<file path="config.mk">
export PLATFORM = sky130hd
export DESIGN_NAME = dmc_queue
export DESIGN_NICKNAME = d
export VERILOG_FILES = /design/src/rtl/dmc_pkg.sv /design/src/rtl/dmc_queue.sv
export SDC_FILE = /design/constraint.sdc
export NUM_CORES = 1
export LEC_CHECK = 0
export BUFFER_PORTS_ARGS = -buffer_cell sky130_fd_sc_hd__buf_4
export CORE_UTILIZATION = 45
export CTS_BUF_LIST = sky130_fd_sc_hd__clkbuf_8
export DETAILED_ROUTE_END_ITERATION = 12
export PLACE_DENSITY = 0.7
export REMOVE_ABC_BUFFERS = 1
export SYNTH_ARGS = -nofsm -noshare
export SYNTH_HDL_FRONTEND = slang
export SYNTH_SLANG_ARGS = --single-unit
</file>
<file path="constraint.sdc">
create_clock -name clk -period 10.9 [get_ports clk]
set_input_delay 2.18 -clock clk [delete_from_list [all_inputs] [get_ports clk]]
set_output_delay 2.18 -clock clk [all_outputs]
set_load 0.005 [all_outputs]
</file>
<file path="src/rtl/dmc_pkg.sv">
// ============================================================================
// dmc_pkg
// Constants and types shared by the cache lookup modules, and the line map.
// ============================================================================
`timescale 1ns / 1ps

package dmc_pkg;

    localparam int NUM_LINES   = 256;
    localparam int BLOCK_BYTES = 256;

    localparam int ADDR_W   = 64;
    localparam int DATA_W   = 64;
    localparam int TAG_W    = 48;
    localparam int INDEX_W  = 8;
    localparam int OFFSET_W = 8;
    localparam int VALUE_W  = 32;

    localparam int BEAT_BYTES  = DATA_W / 8;
    localparam int BEAT_SHIFT  = $clog2(BEAT_BYTES);
    localparam int VALUE_BYTES = VALUE_W / 8;
    localparam int WSEL_W      = OFFSET_W - BEAT_SHIFT;

    localparam int WORDS_PER_LINE = (BLOCK_BYTES + BEAT_BYTES - 1) / BEAT_BYTES;
    localparam int MEM_DEPTH      = NUM_LINES * WORDS_PER_LINE;
    localparam int MEM_AW         = $clog2(MEM_DEPTH);
    localparam int LINE_W         = $clog2(NUM_LINES);

    localparam int QUEUE_DEPTH = 2;
    localparam int QPTR_W      = $clog2(QUEUE_DEPTH);
    localparam int QCNT_W      = $clog2(QUEUE_DEPTH + 1);

    localparam int INDEX_COUNT = 2 ** INDEX_W;

    typedef logic [LINE_W-1:0] line_t;
    typedef logic [MEM_AW-1:0] maddr_t;
    typedef line_t line_map_t [INDEX_COUNT];

    // Address index to physical line (index mod NUM_LINES), built at elaboration.
    function automatic line_map_t build_line_map();
        line_map_t m;
        for (int i = 0; i < INDEX_COUNT; i++)
        begin
            m[i] = line_t'(i % NUM_LINES);
        end
        return m;
    endfunction

    localparam line_map_t LINE_MAP = build_line_map();

    // One classified request waiting between front and back.
    typedef struct packed {
        logic                   is_fill;
        logic                   fill_last;
        logic [TAG_W-1:0]       tag;
        logic [INDEX_W-1:0]     index;
        logic [OFFSET_W-1:0]    offset;
        line_t                  line;
        maddr_t                 addr_lo;
        maddr_t                 addr_hi;
        logic [BEAT_BYTES-1:0]  byte_en;
        logic [VALUE_BYTES-1:0] rd_mask;
        logic [DATA_W-1:0]      fill_data;
    } dmc_entry_t;

endpackage

</file>
<file path="src/rtl/dmc_queue.sv">
// ============================================================================
// dmc_queue
// Small FIFO of classified requests between front and back.
// ============================================================================
`timescale 1ns / 1ps

module dmc_queue (
    input  logic                 clk,
    input  logic                 rst_n,
    input  logic                 push,
    input  dmc_pkg::dmc_entry_t  push_entry,
    output logic                 full,
    input  logic                 pop,
    output dmc_pkg::dmc_entry_t  pop_entry,
    output logic                 empty
);
    import dmc_pkg::*;

    dmc_entry_t        slot_reg [QUEUE_DEPTH];
    logic [QPTR_W-1:0] wptr_reg;
    logic [QPTR_W-1:0] rptr_reg;
    logic [QCNT_W-1:0] count_reg;

    assign full      = count_reg == QCNT_W'(QUEUE_DEPTH);
    assign empty     = count_reg == '0;
    assign pop_entry = slot_reg[rptr_reg];

    always_ff @(posedge clk)
    begin
        if (push)
        begin
            slot_reg[wptr_reg] <= push_entry;
        end
    end

    always_ff @(posedge clk or negedge rst_n)
    begin
        if (!rst_n)
        begin
            wptr_reg  <= '0;
            rptr_reg  <= '0;
            count_reg <= '0;
        end
        else
        begin
            if (push)
            begin
                wptr_reg <= (wptr_reg == QPTR_W'(QUEUE_DEPTH - 1)) ? '0 : wptr_reg + 1'b1;
            end
            if (pop)
            begin
                rptr_reg <= (rptr_reg == QPTR_W'(QUEUE_DEPTH - 1)) ? '0 : rptr_reg + 1'b1;
            end
            if (push && !pop)
            begin
                count_reg <= count_reg + 1'b1;
            end
            else if (pop && !push)
            begin
                count_reg <= count_reg - 1'b1;
            end
        end
    end

endmodule

</file>
==> run summary, run 1 <==
Worst R2R End: slot_reg[1][47]$_DFFE_PP_
Die Wd: 175 um
Clk buf depth: 3
Die Span Y: 175 um
FF-to-FF setup slack: 8420 ps
Mapped Cells: 564
Largest net degree at the start of global routing: 146
Hold path startpoint: count_reg[1]$_DFFE_PN0P_
Layout Nets: 1,144
Layout area overhead: 29.7%
CP Capture Type: output pin
Cell Rows: 62
Max reg flops: 352
Maximum vdd drop: 198 uV
Pwr per Cell Area: 245 mW/mm^2
Sw Pwr: 1120 uW
R2R Path Start: wptr_reg$_DFFE_PN0P_
CP Cell Sequence: buf_4 > mux2_2 > buf_4
Final setup vio count: 0
CTS root buffer: clkbuf_8
Combinational share of power: 31.7%
Unrepaired setup endpoints after global routing: no
Clk pwr share: 22.8%
Hold path depth: 1
WL/cell: 18.5 um
Starting Density: 46.3%
Required time worst endpoint: 8720 ps
Post-synthesis cell type count: 13
Worst slew pin tran: 1090 ps
Number of global-route vias before repair: 7,036
Outcome: finished, final reports clean
Leak: 0.00697 uW
Setup TNS: 0 ps
CTS Hold Buffers Added: 0
First-pass GRT wire length: 38,400 um
Worst R2R Path Depth: 2
Setup bufs post-CTS: 0
Switching Fraction: 26.4%
Power Total: 4260 uW
Yosys warning count: 0
Max-slew headroom: 27.2%
CP most frequent cell: buf_4
Sequential element share of the synthesized area: 79.5%
RD Place Congestion: 0.748
DR iter-0 viols: 312
Final Hold Viols: 0
GRT overflow: 0
Sequential Power Share: 45.5%
Synthesized cell area: 0.0134 sq mm
Clock-pin slew on the worst setup and hold paths: 60 ps
Final period util: 50.3%
DRC: 0
Placed Cells: 1,290
Final hold slack: 500 ps
CP startpoint kind: flip-flop
Crit Path Max Fanout: 62
Worst EP arrival: 3300 ps
CTS Buf Count: 55
Final core utilization: 60.0%
Proportion of layout cells with a drive suffix above 1: 60.7%
Gr usage total: 16.4%
Avg Vias per Cell: 4.75
Non-filler cells, final: 1,383
Die ar.: 0.0305 sq mm
Post-DP HPWL: 16,800 um
Post-synthesis area per instance: 23.8 sq um
Max_cap viols: 0
Buffers on Ports: 357
Slowest cell on the critical path: dfrtp_4
Minimum clock period after layout: 5480 ps
Antenna violations before repair: 1
Final WL: 25,700 um
Post-CTS Resized: 0
Slowest stage delay, CP: 1140 ps
CTS H-tree lvls: 2
CTS tree: done
Post-DRT Antenna Nets: 0
Crit Path Class: flip-flop to output pin
WHS Endpoint: count_reg[1]$_DFFE_PN0P_
IO Count: 358
Synth Register Bits: 356
Max Clk Rate: 182 MHz
Clk_lat worst skew: 560 ps
Final Max Slew Viols: 0
Routed vias: 6,572
Internal: 3140 uW
Clock sink count: 356
Clk_skew: 15.6 ps
Core Region: 0.0290 sq mm
Drt first pass iters: 4
Hold WC Path Type: flip-flop to flip-flop
[worst max path at each step]
stage,startpoint,to,slack (ps),cells past startpoint
after floorplan,push,slot_reg[0][0]$_DFFE_PP_,390,1
after global placement,rptr_reg$_DFFE_PN0P_,pop_entry[3],5980,3
after detailed placement,rptr_reg$_DFFE_PN0P_,pop_entry[0],5980,3
after CTS,rptr_reg$_DFFE_PN0P_,pop_entry[0],5350,3
after global routing,rptr_reg$_DFFE_PN0P_,pop_entry[153],5240,3
final,rptr_reg$_DFFE_PN0P_,pop_entry[0],5420,3
[power by group through the flow]
stage	clock (uW)	combinational, uW	sequential [uW]
2_1_floorplan	0	870	2080
3_3_place_gp	0	1370	1960
3_5_place_dp	0	1370	1970
6_report	970	1350	1940
4_1_cts	1010	1380	1940
5_1_grt	1060	1440	1960
[layout make-up]
type / instances / area (sq um)
Inverter: 1 / 3.75
Antenna cell: 1 / 2.50
Sequential cell: 356 / 10700
Timing Repair Buffer: 362 / 2730
Tap cell: 384 / 480
Multi-Input combinational cell: 187 / 2560
Fill cell: 2177 / 11600
Clock inverter: 31 / 125
Clock buffer: 61 / 840
[cells in the mapped netlist]
cell type	number	area share [%]
edfxtp_1	352	79
mux2_4	130	15
mux2_2	46	3.9
buf_6	16	1.3
buf_2	4	0.15
dfrtp_1	4	0.75
xor2_1	4	0.26
nor2_1	2	0.056
nor2b_1	2	0.093
and2_1	1	0.047
ha_1	1	0.093
inv_1	1	0.028
xnor2_1	1	0.065
[kinds of logic after synthesis]
family	count (synthesis)	synth area share [%]
adder cells (fa/ha/maj)	1	0.0932
XOR/XNOR	5	0.326
multiplexers	176	18.4
buffers and inverters	21	1.52
flip-flops	356	79.5
AND/OR/NAND/NOR	5	0.196
[worst max-delay path: cells and delay by family, from the launching register on]
family                 cells  cell delay [ps]
DFF                        1             1140
buffers and inverters      2             1060
muxes                      1              430
[layer usage]
metal  vias to the layer above  track usage (%)  routed length [um]
met5                         -                0                   0
met4                         0             5.65                 609
met3                        48             7.70                2710
met2                       255             28.0               12800
met1                      3225             17.9                9480
li1                       3044                -                   -
[metrics by stage]
stage                     cell area [sq um]  setup WS (ps)
after floorplan                       13200            386
after global placement                16500           5980
after detailed placement              16500           5980
after CTS                             17400           5350
after global routing                  17400           5240
final                                 17400           5420
[cell usage in the layout, fill, tap and decap left out]
| master | count |
|---|---|
| nor2b_4 | 1 |
| xnor2_1 | 1 |
| xor2_1 | 4 |
| buf_12 | 1 |
| diode_2 | 1 |
| clkbuf_8 | 61 |
| inv_1 | 21 |
| edfxtp_1 | 352 |
| buf_4 | 361 |
| nor2b_1 | 1 |
| dfrtp_1 | 3 |
| nor2_1 | 2 |
| ha_1 | 1 |
| clkinv_4 | 1 |
| clkinv_1 | 7 |
| and2_4 | 1 |
| mux2_4 | 130 |
| dfrtp_4 | 1 |
| mux2_2 | 46 |
| clkinv_2 | 3 |
Note: power is estimated with default switching activity, not from simulation.
==> run 2: changes to the inputs <==
Settings changed: PLACE_DENSITY 0.7 to 0.73.
Clock period 10.9 ns to 4.82 ns, I/O delays scaled along.
==> run 2 against run 1 <==
Against the previous run:
- sequential power up 120%
- cell count increased by 0.43%
- clock skew increased by 8.7 ps
- combinational power grew 130%
- register-to-register slack worse by 5700 ps
- first-iteration DRC count increased by 17%
- via count decreased by 0.61%
- setup slack worse by 4100 ps
==> run summary, run 2 (same netlist as run 1, synthesis figures left out) <==
Internal: 7050 uW (+120%)
Routed vias: 6,532 (-0.61%)
Unrepaired setup endpoints after global routing: no
Setup slack at placement: 1920 ps (-4050 ps)
Final core utilization: 60.2% (+0.20 points)
Minimum clock period after layout: 3480 ps
Post-DP HPWL: 17,100 um (+1.6%)
GRT overflow: 0 (unchanged)
Crit Path Max Fanout: 48 (-23%)
Outcome: finished, final reports clean
CTS Hold Buffers Added: 0 (unchanged)
CTS Buf Count: 55 (unchanged)
Required time worst endpoint: 3860 ps (-4860 ps)
Final Hold Viols: 0 (unchanged)
Post-CTS Resized: 0 (unchanged)
DRC: 0 (unchanged)
WL/cell: 18.3 um (-1.1%)
Max reg flops: 352 (unchanged)
CP Cell Sequence: buf_12 > mux2_2 > buf_4
Layout area overhead: 30.2%
Pwr per Cell Area: 549 mW/mm^2 (+120%)
Final WL: 25,500 um (-0.66%)
Proportion of layout cells with a drive suffix above 1: 60.1% (-0.62 points)
Most frequent cells in the layout: buf_4 (361), edfxtp_1 (352), mux2_4 (130), clkbuf_8 (57), mux2_2 (46)
Post-DRT Antenna Nets: 0 (unchanged)
CTS H-tree lvls: 2 (unchanged)
Switching Fraction: 26.5% (+0.15 points)
First-pass GRT wire length: 37,900 um (-1.3%)
Antenna violations before repair: 0 (-1)
Clock sink count: 356 (unchanged)
Clk pwr share: 22.2% (-0.6 points)
CTS root buffer: clkbuf_8
Die Wd: 175 um (unchanged)
DR iter-0 viols: 365 (+17%)
FF/Latch Area: 0.0107 sq mm (unchanged)
Slowest stage delay, CP: 960 ps (-180 ps)
Gr usage total: 16.2% (-0.20 points)
CTS tree: done
Sw Pwr: 2540 uW (+130%)
Clk_skew: 24.3 ps (+8.70 ps)
Max-slew headroom: 37.3% (+10 points)
Worst EP arrival: 2510 ps (-790 ps)
IO Count: 358 (unchanged)
Worst slew pin tran: 938 ps (-154 ps)
CP Capture Type: output pin
Drt first pass iters: 4 (unchanged)
Antenna cell count: 0 (-1)
Die ar.: 0.0305 sq mm (unchanged)
Leak: 0.00702 uW (+0.85%)
Max_cap viols: 0 (unchanged)
Commonest non-fill, non-tap cell in the layout: buf_4
Core Region: 0.0290 sq mm (unchanged)
Max Clk Rate: 288 MHz
Final setup margin: 1340 ps (-4080 ps)
Multi-input gate area: 0.00256 sq mm (unchanged)
Buffers on Ports: 357 (unchanged)
Cell Rows: 62 (unchanged)
# fillers: 2,178 (+0.046%)
Largest net degree at the start of global routing: 79 (-46%)
Non-filler cells, final: 1,389 (+0.43%)
Sequential Power Share: 45.3% (-0.2 points)
Combinational share of power: 32.5% (+0.8 points)
Final instance area: 0.0175 sq mm (+0.33%)
Final setup vio count: 0 (unchanged)
RD Place Congestion: 0.739 (-1.2%)
Layout Nets: 1,149 (+0.44%)
Sum of buffers and inverters on the critical path: 2 (unchanged)
Hold WC Path Type: input port to async pin
Clock-pin slew on the worst setup and hold paths: 60 ps (about the same)
Maximum vdd drop: 381 uV (+93%)
Crit Path Class: flip-flop to output pin
Final Max Slew Viols: 0 (unchanged)
Clk buf depth: 3 (unchanged)
Final hold slack: 177 ps (-323 ps)
CP startpoint kind: flip-flop
Die Span Y: 175 um (unchanged)
Clk_lat worst skew: 570 ps (about the same)
Delay-heaviest family, CP: flip-flops
Final period util: 72.2%
Number of global-route vias before repair: 7,093 (+0.81%)
Post-placement cell area: 0.0166 sq mm (+0.61%)
Starting Density: 46.3% (unchanged)
Setup bufs post-CTS: 0 (unchanged)
Slowest cell on the critical path: dfrtp_4
Placed Cells: 1,295 (+0.39%)
Avg Vias per Cell: 4.70 (-1.0%)
## run 2: power groups by stage
stage	Sequential (uW)	Clock [uW]	Combinational, uW
global route	4400	2320	3330
global placement	4390	0	3160
CTS	4350	2200	3190
floorplan	4670	0	1820
detailed placement	4410	0	3180
finish	4340	2130	3120
## run 2: cell type report
class	instances	area share, %
sequential	356	61.1
tap	384	2.75
clock buffer	57	4.49
timing repair buffer	367	16.2
multi-input combinational	187	14.7
inverter	1	0.0215
clock inverter	37	0.802
## run 2: metrics by stage
step	total power, uW	setup TNS [ps]
after floorplan	6490	-1319840
after global placement	7550	0
after detailed placement	7590	0
after CTS	9740	0
after global routing	10000	0
final	9590	0
## run 2: final timing paths
path                       depth (start not counted)                        end  slack (ps)                startpoint
max                                                3             pop_entry[151]        1340      rptr_reg$_DFFE_PN0P_
min                                                1   count_reg[1]$_DFFE_PN0P_         180                     rst_n
max reg2reg                                        2  slot_reg[0][45]$_DFFE_PP_        2720      wptr_reg$_DFFE_PN0P_
min reg2reg                                        1   count_reg[1]$_DFFE_PN0P_         490  count_reg[1]$_DFFE_PN0P_
max in group asynchronous                          1       rptr_reg$_DFFE_PN0P_        4520                     rst_n
min in group clk                                   1   count_reg[1]$_DFFE_PN0P_         490  count_reg[1]$_DFFE_PN0P_
## run 2: layer usage
layer / part of all wire (%) / global-route usage [%] / up-vias
met1: 36 / 17.5 / 3140
li1: - / - / 3054
met2: 50 / 27.9 / 278
met5: 0 / 0 / -
met3: 10 / 6.85 / 60
met4: 3.3 / 6.81 / 0
