==> config.mk <==
export PLATFORM = sky130hd
export DESIGN_NAME = dmc_front_flat
export DESIGN_NICKNAME = d
export VERILOG_FILES = /design/src/rtl/dmc_pkg.sv /design/src/rtl/dmc_if.sv /design/src/rtl/dmc_front.sv /design/src/flat_wrapper.sv
export SDC_FILE = /design/constraint.sdc
export NUM_CORES = 1
export LEC_CHECK = 0
export BUFFER_PORTS_ARGS = -buffer_cell sky130_fd_sc_hd__buf_2
export CAP_MARGIN = 20
export CORE_AREA = 2 2 120 122
export DETAILED_ROUTE_END_ITERATION = 10
export DIE_AREA = 0 0 122 124
export GPL_TIMING_DRIVEN = 1
export MAX_ROUTING_LAYER = met4
export RECOVER_POWER = 25
export REMOVE_ABC_BUFFERS = 1
export SLEW_MARGIN = 20
export SYNTH_ARGS = -nofsm -noshare
export SYNTH_HDL_FRONTEND = slang
export SYNTH_SLANG_ARGS = --single-unit
==> constraint.sdc <==
create_clock -name vclk -period 1.7
set_input_delay 0.17 -clock vclk [all_inputs]
set_output_delay 0.17 -clock vclk [all_outputs]
set_load 0.05 [all_outputs]
==> src/rtl/dmc_pkg.sv <==
// ============================================================================
// dmc_pkg
// Constants and types shared by the cache lookup modules, and the line map.
// ============================================================================
`timescale 1ns / 1ps

package dmc_pkg;

    localparam int NUM_LINES   = 256;
    localparam int BLOCK_BYTES = 256;

    localparam int ADDR_W   = 64;
    localparam int DATA_W   = 64;
    localparam int TAG_W    = 48;
    localparam int INDEX_W  = 8;
    localparam int OFFSET_W = 8;
    localparam int VALUE_W  = 32;

    localparam int BEAT_BYTES  = DATA_W / 8;
    localparam int BEAT_SHIFT  = $clog2(BEAT_BYTES);
    localparam int VALUE_BYTES = VALUE_W / 8;
    localparam int WSEL_W      = OFFSET_W - BEAT_SHIFT;

    localparam int WORDS_PER_LINE = (BLOCK_BYTES + BEAT_BYTES - 1) / BEAT_BYTES;
    localparam int MEM_DEPTH      = NUM_LINES * WORDS_PER_LINE;
    localparam int MEM_AW         = $clog2(MEM_DEPTH);
    localparam int LINE_W         = $clog2(NUM_LINES);

    localparam int QUEUE_DEPTH = 2;
    localparam int QPTR_W      = $clog2(QUEUE_DEPTH);
    localparam int QCNT_W      = $clog2(QUEUE_DEPTH + 1);

    localparam int INDEX_COUNT = 2 ** INDEX_W;

    typedef logic [LINE_W-1:0] line_t;
    typedef logic [MEM_AW-1:0] maddr_t;
    typedef line_t line_map_t [INDEX_COUNT];

    // Address index to physical line (index mod NUM_LINES), built at elaboration.
    function automatic line_map_t build_line_map();
        line_map_t m;
        for (int i = 0; i < INDEX_COUNT; i++)
        begin
            m[i] = line_t'(i % NUM_LINES);
        end
        return m;
    endfunction

    localparam line_map_t LINE_MAP = build_line_map();

    // One classified request waiting between front and back.
    typedef struct packed {
        logic                   is_fill;
        logic                   fill_last;
        logic [TAG_W-1:0]       tag;
        logic [INDEX_W-1:0]     index;
        logic [OFFSET_W-1:0]    offset;
        line_t                  line;
        maddr_t                 addr_lo;
        maddr_t                 addr_hi;
        logic [BEAT_BYTES-1:0]  byte_en;
        logic [VALUE_BYTES-1:0] rd_mask;
        logic [DATA_W-1:0]      fill_data;
    } dmc_entry_t;

endpackage

==> src/rtl/dmc_if.sv <==
// ============================================================================
// dmc_req_if / dmc_rsp_if
// Valid/ready channels for cache requests and results.
// ============================================================================
`timescale 1ns / 1ps

interface dmc_req_if;
    logic                          valid;
    logic                          ready;
    logic                          kind;
    logic [dmc_pkg::ADDR_W-1:0]    address;
    logic [dmc_pkg::DATA_W-1:0]    fill_data;
    logic                          fill_last;

    modport source (output valid, kind, address, fill_data, fill_last, input ready);
    modport sink   (input valid, kind, address, fill_data, fill_last, output ready);
endinterface


==> src/rtl/dmc_front.sv <==
// ============================================================================
// dmc_front
// Accept requests, split the address and work out line, memory addresses
// and byte masks for the back end.
// ============================================================================
`timescale 1ns / 1ps

module dmc_front (
    dmc_req_if.sink              req,
    input  logic                 full,
    output logic                 push,
    output dmc_pkg::dmc_entry_t  push_entry
);
    import dmc_pkg::*;

    logic [WSEL_W-1:0] wsel;
    logic              w0_in;
    logic              w1_in;
    line_t             line;
    maddr_t            line_base;

    assign req.ready = !full;
    assign push      = req.valid && !full;

    always_comb
    begin
        push_entry           = '0;
        push_entry.is_fill   = req.kind;
        push_entry.fill_last = req.fill_last;
        push_entry.fill_data = req.fill_data;
        push_entry.offset    = req.address[OFFSET_W-1:0];
        push_entry.index     = req.address[OFFSET_W +: INDEX_W];
        push_entry.tag       = req.address[OFFSET_W+INDEX_W +: TAG_W];

        line      = LINE_MAP[push_entry.index];
        wsel      = push_entry.offset[OFFSET_W-1:BEAT_SHIFT];
        w0_in     = 32'(wsel) < 32'(WORDS_PER_LINE);
        w1_in     = (32'(wsel) + 32'd1) < 32'(WORDS_PER_LINE);
        line_base = maddr_t'(line) * maddr_t'(WORDS_PER_LINE);

        push_entry.line    = line;
        push_entry.addr_lo = w0_in ? line_base + maddr_t'(wsel) : line_base;
        push_entry.addr_hi = w1_in ? line_base + maddr_t'(wsel) + maddr_t'(1) : line_base;

        // Drop beat bytes and word bytes that fall past the end of the block.
        for (int i = 0; i < BEAT_BYTES; i++)
        begin
            push_entry.byte_en[i] = (32'(wsel) * 32'(BEAT_BYTES) + 32'(i))
                                    < 32'(BLOCK_BYTES);
        end
        for (int i = 0; i < VALUE_BYTES; i++)
        begin
            push_entry.rd_mask[i] = (32'(push_entry.offset) + 32'(i)) < 32'(BLOCK_BYTES);
        end
    end

endmodule

==> src/flat_wrapper.sv <==
// flat-port wrapper written by rule: the top's interface ports become plain ports
module dmc_front_flat import dmc_pkg::*;
  (full, push, push_entry, req_valid, req_kind, req_address, req_fill_data, req_fill_last, req_ready);
  dmc_req_if req_i ();
  input  logic full;
  output logic push;
  output dmc_pkg::dmc_entry_t push_entry;
  input wire logic [$bits(req_i.valid)-1:0] req_valid;
  input wire logic [$bits(req_i.kind)-1:0] req_kind;
  input wire logic [$bits(req_i.address)-1:0] req_address;
  input wire logic [$bits(req_i.fill_data)-1:0] req_fill_data;
  input wire logic [$bits(req_i.fill_last)-1:0] req_fill_last;
  output wire logic [$bits(req_i.ready)-1:0] req_ready;
  assign req_i.valid = req_valid;
  assign req_i.kind = req_kind;
  assign req_i.address = req_address;
  assign req_i.fill_data = req_fill_data;
  assign req_i.fill_last = req_fill_last;
  assign req_ready = req_i.ready;
  dmc_front u_core (.req(req_i), .full(full), .push(push), .push_entry(push_entry));
endmodule
==> results.py, run 1 <==
metrics = {
    "global_routing": {
        "antenna_found_initial": 0,
        "grt_usage": 0.217,
        "grt_pass1_vias": 705,
        "grt_first_pass_wirelength_um": 17900,
        "gr-total-overflow": 0,
        "grt_max_degree": 8,
    },
    "timing": {
        "timing.final.crit_share": 0.957,
        "setup_violations": 0,
        "finalSetupTns_ns": 0,
        "rsz0062_at_grt": "yes",
        "finalMaxSlewViolations": 0,
        "period_needed_ns": 1.63,
        "fmax_ghz": 0.614,
        "fin_hold_ws_ns": 0.340,
        "finalHoldViolations": 0,
    },
    "layout": {
        "fin_area_um2": 853,
        "n_antenna_cell": 0,
        "nNetsFinal": 250,
        "stdcell_count": 295,
        "seq_cell_count": 0,
        "n_clock_buffer": 0,
        "seq_area_um2": 0,
        "drive_gt1_frac": 0.678,
        "n_fill_cell": 1661,
        "areaGrowthSynthToFinish_pct": -40.3,
    },
    "worst_setup_path": {
        "critPathRequiredTime_ns": 1.53,
        "cpLargestDelayFamily": "simple AND/OR/NAND/NOR gates",
        "critical_path_class": "in -> out",
        "cp_slowest_cell": "nor4_1",
        "worstSetupEndpointType": "output port",
        "critical-path-max-stage-delay_ns": 0.36,
        "critical_path.startpoint_type": "input port",
        "critPathMaxFanout": 4,
        "crit_top_cell": "buf_2",
        "critPathBufInv": 2,
        "cp_cell_sequence": "buf_2 -> ha_1 -> nand3_1 -> nor4_1 -> xor2_1 -> buf_2",
        "worst_ep_arrival_time_ns": 1.46,
    },
    "yosys": {
        "synth_area_leaders": "buf_4 84%, xor2_1 3.7%, nand4_1 1.7%",
        "yosysMostFrequentCell": "buf_4",
        "synthXorXnorAreaFrac": 0.0429,
        "synthAdderAreaFrac": 0.00875,
        "synthTopCellsByCount": "160 x buf_4, 6 x xor2_1, 4 x clkbuf_1, 4 x nand4_1",
        "yosys_warnings": 0,
        "ys_types": 19,
        "avgSynthCellArea_um2": 7.30,
        "yosysTopAreaCellShare": 0.840,
        "synth-simple-area-share": 0.0735,
        "synth_top_family_by_area": "buffers and inverters",
        "ys_seq_area_frac": 0,
        "muxShareOfSynthArea": 0,
        "synthCells": 196,
        "synth_compound_area_frac": 0.00525,
        "synthesis.area_um2": 1430,
        "yosysTopAreaCell": "buf_4",
    },
    "floorplan": {
        "dieArea_um2": 15100,
        "die_x_um": 122,
        "fp.dieH_um": 124,
        "core_area_um2": 13700,
        "io_pins": 310,
        "start_util": 0.104,
        "core.rowCount": 43,
    },
    "detailed_routing": {
        "first_pass_iters": 4,
        "via_count": 874,
        "drc_errors": 0,
        "wire_per_inst_um": 56.8,
        "drt_iter0_drc": 39,
        "via_per_inst": 2.96,
        "wl_um": 16700,
        "final_antenna_net_count": 0,
    },
    "cts": {
        "cts_hold_buffers": 0,
    },
    "placement": {
        "post_dp_cell_area_um2": 848,
        "dp_hpwl_um": 16400,
        "portBuffers": 73,
        "gp_congestion": 1.16,
        "place_inst": 295,
    },
    "min_path": {
        "min_to": "push_entry[159]",
        "hold_depth": 0,
        "hold_start": "req_address[49]",
        "hold_class": "in -> out",
    },
    "power_and_ir_drop": {
        "ir_drop_mv": 0.147,
        "cellPowerDensity_nw_per_um2": 510,
        "leakage_uw": 0.000413,
        "finalPower_uw": 435,
    },
    "status": {
        "run_status": "finished clean",
    },
    "job": {
        "cap_viol_max_count": 0,
    },
}
[how the worst max path moves through the flow]
| stage | depth (start not counted) | from | to |
|---|---|---|---|
| global route | 6 | req_address[3] | push_entry[84] |
| CTS | 7 | req_address[3] | push_entry[88] |
| global placement | 7 | req_address[3] | push_entry[88] |
| floorplan | 4 | req_address[3] | push_entry[84] |
| detailed placement | 7 | req_address[3] | push_entry[88] |
| finish | 6 | req_address[4] | push_entry[84] |
[power breakdown]
group	switching, uW	internal [uW]	leakage, uW
Combinational	357	77.8	0.000413
Sequential	0	0	0
Clock	0	0	0
[routing by layer]
layer / global-route usage / routed length (um) / up-vias
met2: 0.421 / 8930 / 289
met3: 0.370 / 6370 / 6
met4: 0.0201 / 200 / 0
met1: 0.0408 / 1240 / 307
li1: - / - / 272
met5: - / 0 / -
[kinds of logic after synthesis]
logic type	count (synthesis)
buf+inv	168
xor+xnor	7
compound gates	1
fa+ha+maj	1
other cells	1
simple gates	18
[per-stage QoR]
step	setup WS, ns	util
6_report	0.0727	0.0622
5_1_grt	-0.0259	0.0622
4_1_cts	0.0330	0.0618
3_5_place_dp	0.0327	0.0618
3_3_place_gp	0.0345	0.0618
2_1_floorplan	-0.100	-
[layout make-up]
class,count,area [um^2],share of cell area
Inverter,2,7.51,0.00880
Multi-Input combinational cell,36,220,0.258
Timing Repair Buffer,77,400,0.469
Tap cell,180,225,0.264
[placed cells by master, fill, tap and decap left out, types with 2 or more instances in the layout]
master / instances
xor2_1: 6
nor2b_1: 2
conb_1: 9
nor4_1: 2
nor2_1: 2
buf_4: 5
nand3_1: 2
inv_1: 2
buf_2: 71
and3_1: 2
nand4_1: 4
nand2_1: 2
[timing repair]
item,4_1_cts,5_1_grt
gates resized for setup,0,3
buffers inserted,0,0
setup endpoints to repair,0,3
hold endpoints to repair,0,0
(Power assumes the default switching activity.)
==> run 2, diff against run 1 <==
--- a/config.mk
+++ b/config.mk
@@ -7,9 +7,9 @@
 export LEC_CHECK = 0
 export BUFFER_PORTS_ARGS = -buffer_cell sky130_fd_sc_hd__buf_2
 export CAP_MARGIN = 20
-export CORE_AREA = 2 2 120 122
+export CORE_AREA = 2 2 121 123
 export DETAILED_ROUTE_END_ITERATION = 10
-export DIE_AREA = 0 0 122 124
+export DIE_AREA = 0 0 123 125
 export GPL_TIMING_DRIVEN = 1
 export MAX_ROUTING_LAYER = met4
 export RECOVER_POWER = 25
==> constraint.sdc (replaced) <==
create_clock -name vclk -period 1.9
set_input_delay 0.19 -clock vclk [all_inputs]
set_output_delay 0.19 -clock vclk [all_outputs]
set_load 0.05 [all_outputs]
==> run 2 against run 1 <==
  * Worst hold slack improved by 0.041 ns
  * Via count fell by 4.7%
  * Critical path depth stayed put
  * Global-route usage increased by 2.3 points
  * Die area grew 1.6%
  * First-iteration DRC count grew 110%
  * Clock-buffer cell count unchanged
  * Design area decreased by 1.6%
  * Combinational power down 8.7%
  * Critical endpoint unchanged
==> results.py, run 2 (synthesis gave the netlist of run 1 again) <==
metrics = {
    "power_and_ir_drop": {
        "ir_drop_mv": 0.0840,
        "cellPowerDensity_nw_per_um2": 472,
        "leakage_uw": 0.000398,
    },
    "global_routing": {
        "grt_usage": 0.240,
        "gr-total-overflow": 0,
        "grt_pass1_vias": 615,
        "grt_max_degree": 8,
        "antenna_found_initial": 0,
        "grt_first_pass_wirelength_um": 20000,
    },
    "placement": {
        "portBuffers": 73,
        "place_inst": 296,
        "gp_congestion": 1.22,
        "dp_hpwl_um": 18700,
    },
    "timing": {
        "fmax_ghz": 0.558,
        "rsz0062_at_grt": "yes",
        "timing.final.crit_share": 0.943,
        "finalMaxSlewViolations": 0,
        "period_needed_ns": 1.79,
        "finalHoldViolations": 0,
        "finalSetupTns_ns": 0,
        "setup_violations": 0,
    },
    "floorplan": {
        "fp.dieH_um": 125,
        "die_x_um": 123,
        "core_area_um2": 14200,
        "io_pins": 310,
        "dieArea_um2": 15400,
        "start_util": 0.101,
        "core.rowCount": 44,
    },
    "worst_setup_path": {
        "critPathRequiredTime_ns": 1.71,
        "worst_ep_arrival_time_ns": 1.60,
        "critPathMaxFanout": 5,
        "crit_top_cell": "buf_2",
        "critical_path_class": "in -> out",
        "cp_cell_sequence": "buf_2 -> ha_1 -> nand3_1 -> nor4_1 -> xor2_1 -> buf_2",
        "worstSetupEndpointType": "output port",
        "cp_slowest_cell": "nor4_1",
        "critical-path-max-stage-delay_ns": 0.40,
        "critical_path.startpoint_type": "input port",
    },
    "layout": {
        "drive_gt1_frac": 0.679,
        "layout_common_cells": "72 x buf_2, 9 x conb_1, 6 x xor2_1",
        "seq_cell_count": 0,
        "areaGrowthSynthToFinish_pct": -41.3,
        "n_fill_cell": 1710,
        "stdcell_count": 296,
        "n_antenna_cell": 0,
        "seq_area_um2": 0,
        "final_common_cell": "buf_2",
        "nNetsFinal": 247,
        "n_clock_buffer": 0,
    },
    "detailed_routing": {
        "via_count": 833,
        "drc_errors": 0,
        "via_per_inst": 2.81,
        "first_pass_iters": 4,
        "final_antenna_net_count": 0,
        "wl_um": 19000,
        "drt_iter0_drc": 81,
        "wire_per_inst_um": 64.2,
    },
    "status": {
        "run_status": "finished clean",
    },
    "cts": {
        "cts_setup_buffers": 0,
    },
    "min_path": {
        "hold_class": "in -> out",
    },
    "job": {
        "cap_viol_max_count": 0,
    },
}
run 2: cell count changes in the layout (fill, tap and decap cells not counted):
| cell | change |
|---|---|
| nor4_2 | +1 |
| buf_4 | -4 |
| nor4_1 | -1 |
| buf_2 | +1 |
run 2: per-layer routing:
layer,track usage,routed length (um),vias to the layer above
met1,0.0531,1630,328
met4,0.0214,306,0
met5,-,0,-
li1,-,-,265
met2,0.463,10500,230
met3,0.384,6530,10
run 2: through the flow:
step | hold WS [ns] | setup WS [ns] | total power, uW | utilization | area [um^2]
after floorplan | 0.380 | 0.0599 | 119 | - | 228
after global routing | 0.381 | -0.00686 | 413 | 0.0591 | 840
after global placement | 0.382 | 0.109 | 397 | 0.0585 | 831
final | 0.381 | 0.108 | 397 | 0.0591 | 840
after CTS | 0.382 | 0.0691 | 399 | 0.0585 | 831
after detailed placement | 0.382 | 0.0848 | 398 | 0.0585 | 831
run 2: power breakdown:
part | total (uW) | switching (uW) | internal (uW)
Combinational | 397 | 330 | 66.8
Clock | 0 | 0 | 0
Sequential | 0 | 0 | 0
run 2: area by class of cell:
class	count	area, um^2	area share
inverters	2	7.51	0.00894
well taps	184	230	0.274
multi-input cells	36	226	0.270
repair buffers	74	375	0.447
run 2: worst max-delay path, delay by kind of cell:
kind	cells	cell delay (ns)
xor gates and xnor gates	1	0.17
adders and majority gates	1	0.18
buffers and inverters	2	0.42
and+or+nand+nor	2	0.64
run 2: worst paths after layout:
path	startpoint	to	cells after the start
setup / recovery	req_address[3]	push_entry[84]	6
hold / removal	req_fill_data[8]	push_entry[8]	0
run 2: what timing repair did:
item                       in CTS  in global routing
hold buffers                    0                  0
gates resized for setup         0                  2
setup endpoints to repair       0                  1
==> run 3, diff against run 2 <==
--- a/config.mk
+++ b/config.mk
@@ -7,9 +7,9 @@
 export LEC_CHECK = 0
 export BUFFER_PORTS_ARGS = -buffer_cell sky130_fd_sc_hd__buf_2
 export CAP_MARGIN = 20
-export CORE_AREA = 2 2 121 123
+export CORE_AREA = 2 2 120 122
 export DETAILED_ROUTE_END_ITERATION = 10
-export DIE_AREA = 0 0 123 125
+export DIE_AREA = 0 0 122 124
 export GPL_TIMING_DRIVEN = 1
 export MAX_ROUTING_LAYER = met4
 export RECOVER_POWER = 25
==> run 3 against run 2 <==
  * Core utilization is 0.11 points higher
  * Final cell count fell by 1.4%
  * Critical path depth is 1 higher
  * Routed wire length shrank 13%
  * Non-clock buffer count is the same
==> results.py, run 3 (synthesis gave the netlist of run 1 again) <==
metrics = {
    "worst_setup_path": {
        "cp_slowest_cell": "nor4_2",
        "worst_ep_arrival_time_ns": 1.56,
        "crit_start": "req_address[3]",
        "critical-path-max-stage-delay_ns": 0.29,
        "critPathRequiredTime_ns": 1.71,
        "critical_path.startpoint_type": "input port",
        "cpLargestDelayFamily": "buffers and inverters",
        "critPathBufInv": 3,
        "cp_cell_sequence": "buf_2 -> ha_1 -> nand3_1 -> nor4_2 -> buf_4 -> xor2_1 -> buf_2",
        "crit_top_cell": "buf_2",
        "critPathMaxFanout": 5,
        "worstSetupEndpointType": "output port",
        "critical_path_class": "in -> out",
    },
    "detailed_routing": {
        "wire_per_inst_um": 56.9,
        "final_antenna_net_count": 0,
        "wl_um": 16600,
        "via_per_inst": 3.02,
        "first_pass_iters": 4,
        "drt_iter0_drc": 42,
        "via_count": 881,
        "drc_errors": 0,
    },
    "layout": {
        "n_clock_buffer": 0,
        "areaGrowthSynthToFinish_pct": -42.3,
        "seq_area_um2": 0,
        "utilization": 0.0602,
        "n_antenna_cell": 0,
        "final_common_cell": "buf_2",
        "stdcell_count": 292,
        "layout_common_cells": "73 x buf_2, 9 x conb_1, 6 x xor2_1",
        "drive_gt1_frac": 0.670,
        "nNetsFinal": 247,
        "seq_cell_count": 0,
        "n_fill_cell": 1655,
    },
    "global_routing": {
        "antenna_found_initial": 0,
        "grt_pass1_vias": 647,
        "grt_usage": 0.215,
        "grt_max_degree": 8,
        "gr-total-overflow": 0,
        "grt_first_pass_wirelength_um": 17600,
    },
    "floorplan": {
        "fp.dieH_um": 124,
        "die_x_um": 122,
        "start_util": 0.104,
        "core.rowCount": 43,
        "dieArea_um2": 15100,
        "core_area_um2": 13700,
        "io_pins": 310,
    },
    "placement": {
        "portBuffers": 73,
        "gp_congestion": 1.16,
        "dp_hpwl_um": 16300,
        "pre_cts_ws_ns": 0.127,
        "place_inst": 292,
    },
    "cts": {
        "cts_hold_buffers": 0,
        "cts_setup_buffers": 0,
        "cts.repair.resized": 0,
    },
    "power_and_ir_drop": {
        "ir_drop_mv": 0.132,
        "comb_power_share": 1.000,
        "p_sw_uw": 318,
        "intPower_uw": 65.4,
        "pwr-share-seq": 0,
        "leakage_uw": 0.000398,
        "clkPwrFrac": 0,
        "switching_share": 0.829,
        "cellPowerDensity_nw_per_um2": 464,
        "finalPower_uw": 383,
    },
    "timing": {
        "finalMaxSlewViolations": 0,
        "period_needed_ns": 1.75,
        "timing.final.crit_share": 0.923,
        "finalHoldViolations": 0,
        "setup_violations": 0,
        "finalSetupTns_ns": 0,
        "layout_setup_ws_ns": 0.146,
        "rsz0062_at_grt": "no",
        "fmax_ghz": 0.570,
    },
    "min_path": {
        "hold_class": "in -> out",
        "hold_start": "req_address[49]",
    },
    "status": {
        "run_status": "finished clean",
    },
    "job": {
        "cap_viol_max_count": 0,
    },
}
-- run 3: final timing paths --
| check | endpoint | slack [ns] | cells past startpoint |
|---|---|---|---|
| worst min-delay path | push_entry[159] | 0.38 | 0 |
| worst max-delay path | push_entry[88] | 0.15 | 7 |
-- run 3: area by class of cell --
type | instances | area, um^2 | share of cell area
timing repair buffer | 74 | 373 | 0.452
tap | 180 | 225 | 0.273
multi-input combinational | 36 | 220 | 0.267
inverter | 2 | 7.51 | 0.00909
-- run 3: per-layer routing --
| layer | global-route usage | part of all wire |
|---|---|---|
| met4 | 0.00718 | 0.0028 |
| met2 | 0.420 | 0.54 |
| met5 | - | 0 |
| met3 | 0.378 | 0.39 |
| met1 | 0.0348 | 0.062 |
-- run 3: stage by stage --
stage / cell area, um^2 / hold WS (ns)
detailed placement: 826 / 0.381
finish: 826 / 0.380
floorplan: 228 / 0.380
CTS: 826 / 0.381
global placement: 826 / 0.381
global route: 826 / 0.380
-- run 3: power by group through the flow --
stage | Clock [uW] | Sequential [uW] | Combinational, uW
finish | 0 | 0 | 383
global route | 0 | 0 | 396
CTS | 0 | 0 | 385
detailed placement | 0 | 0 | 384
global placement | 0 | 0 | 384
floorplan | 0 | 0 | 119
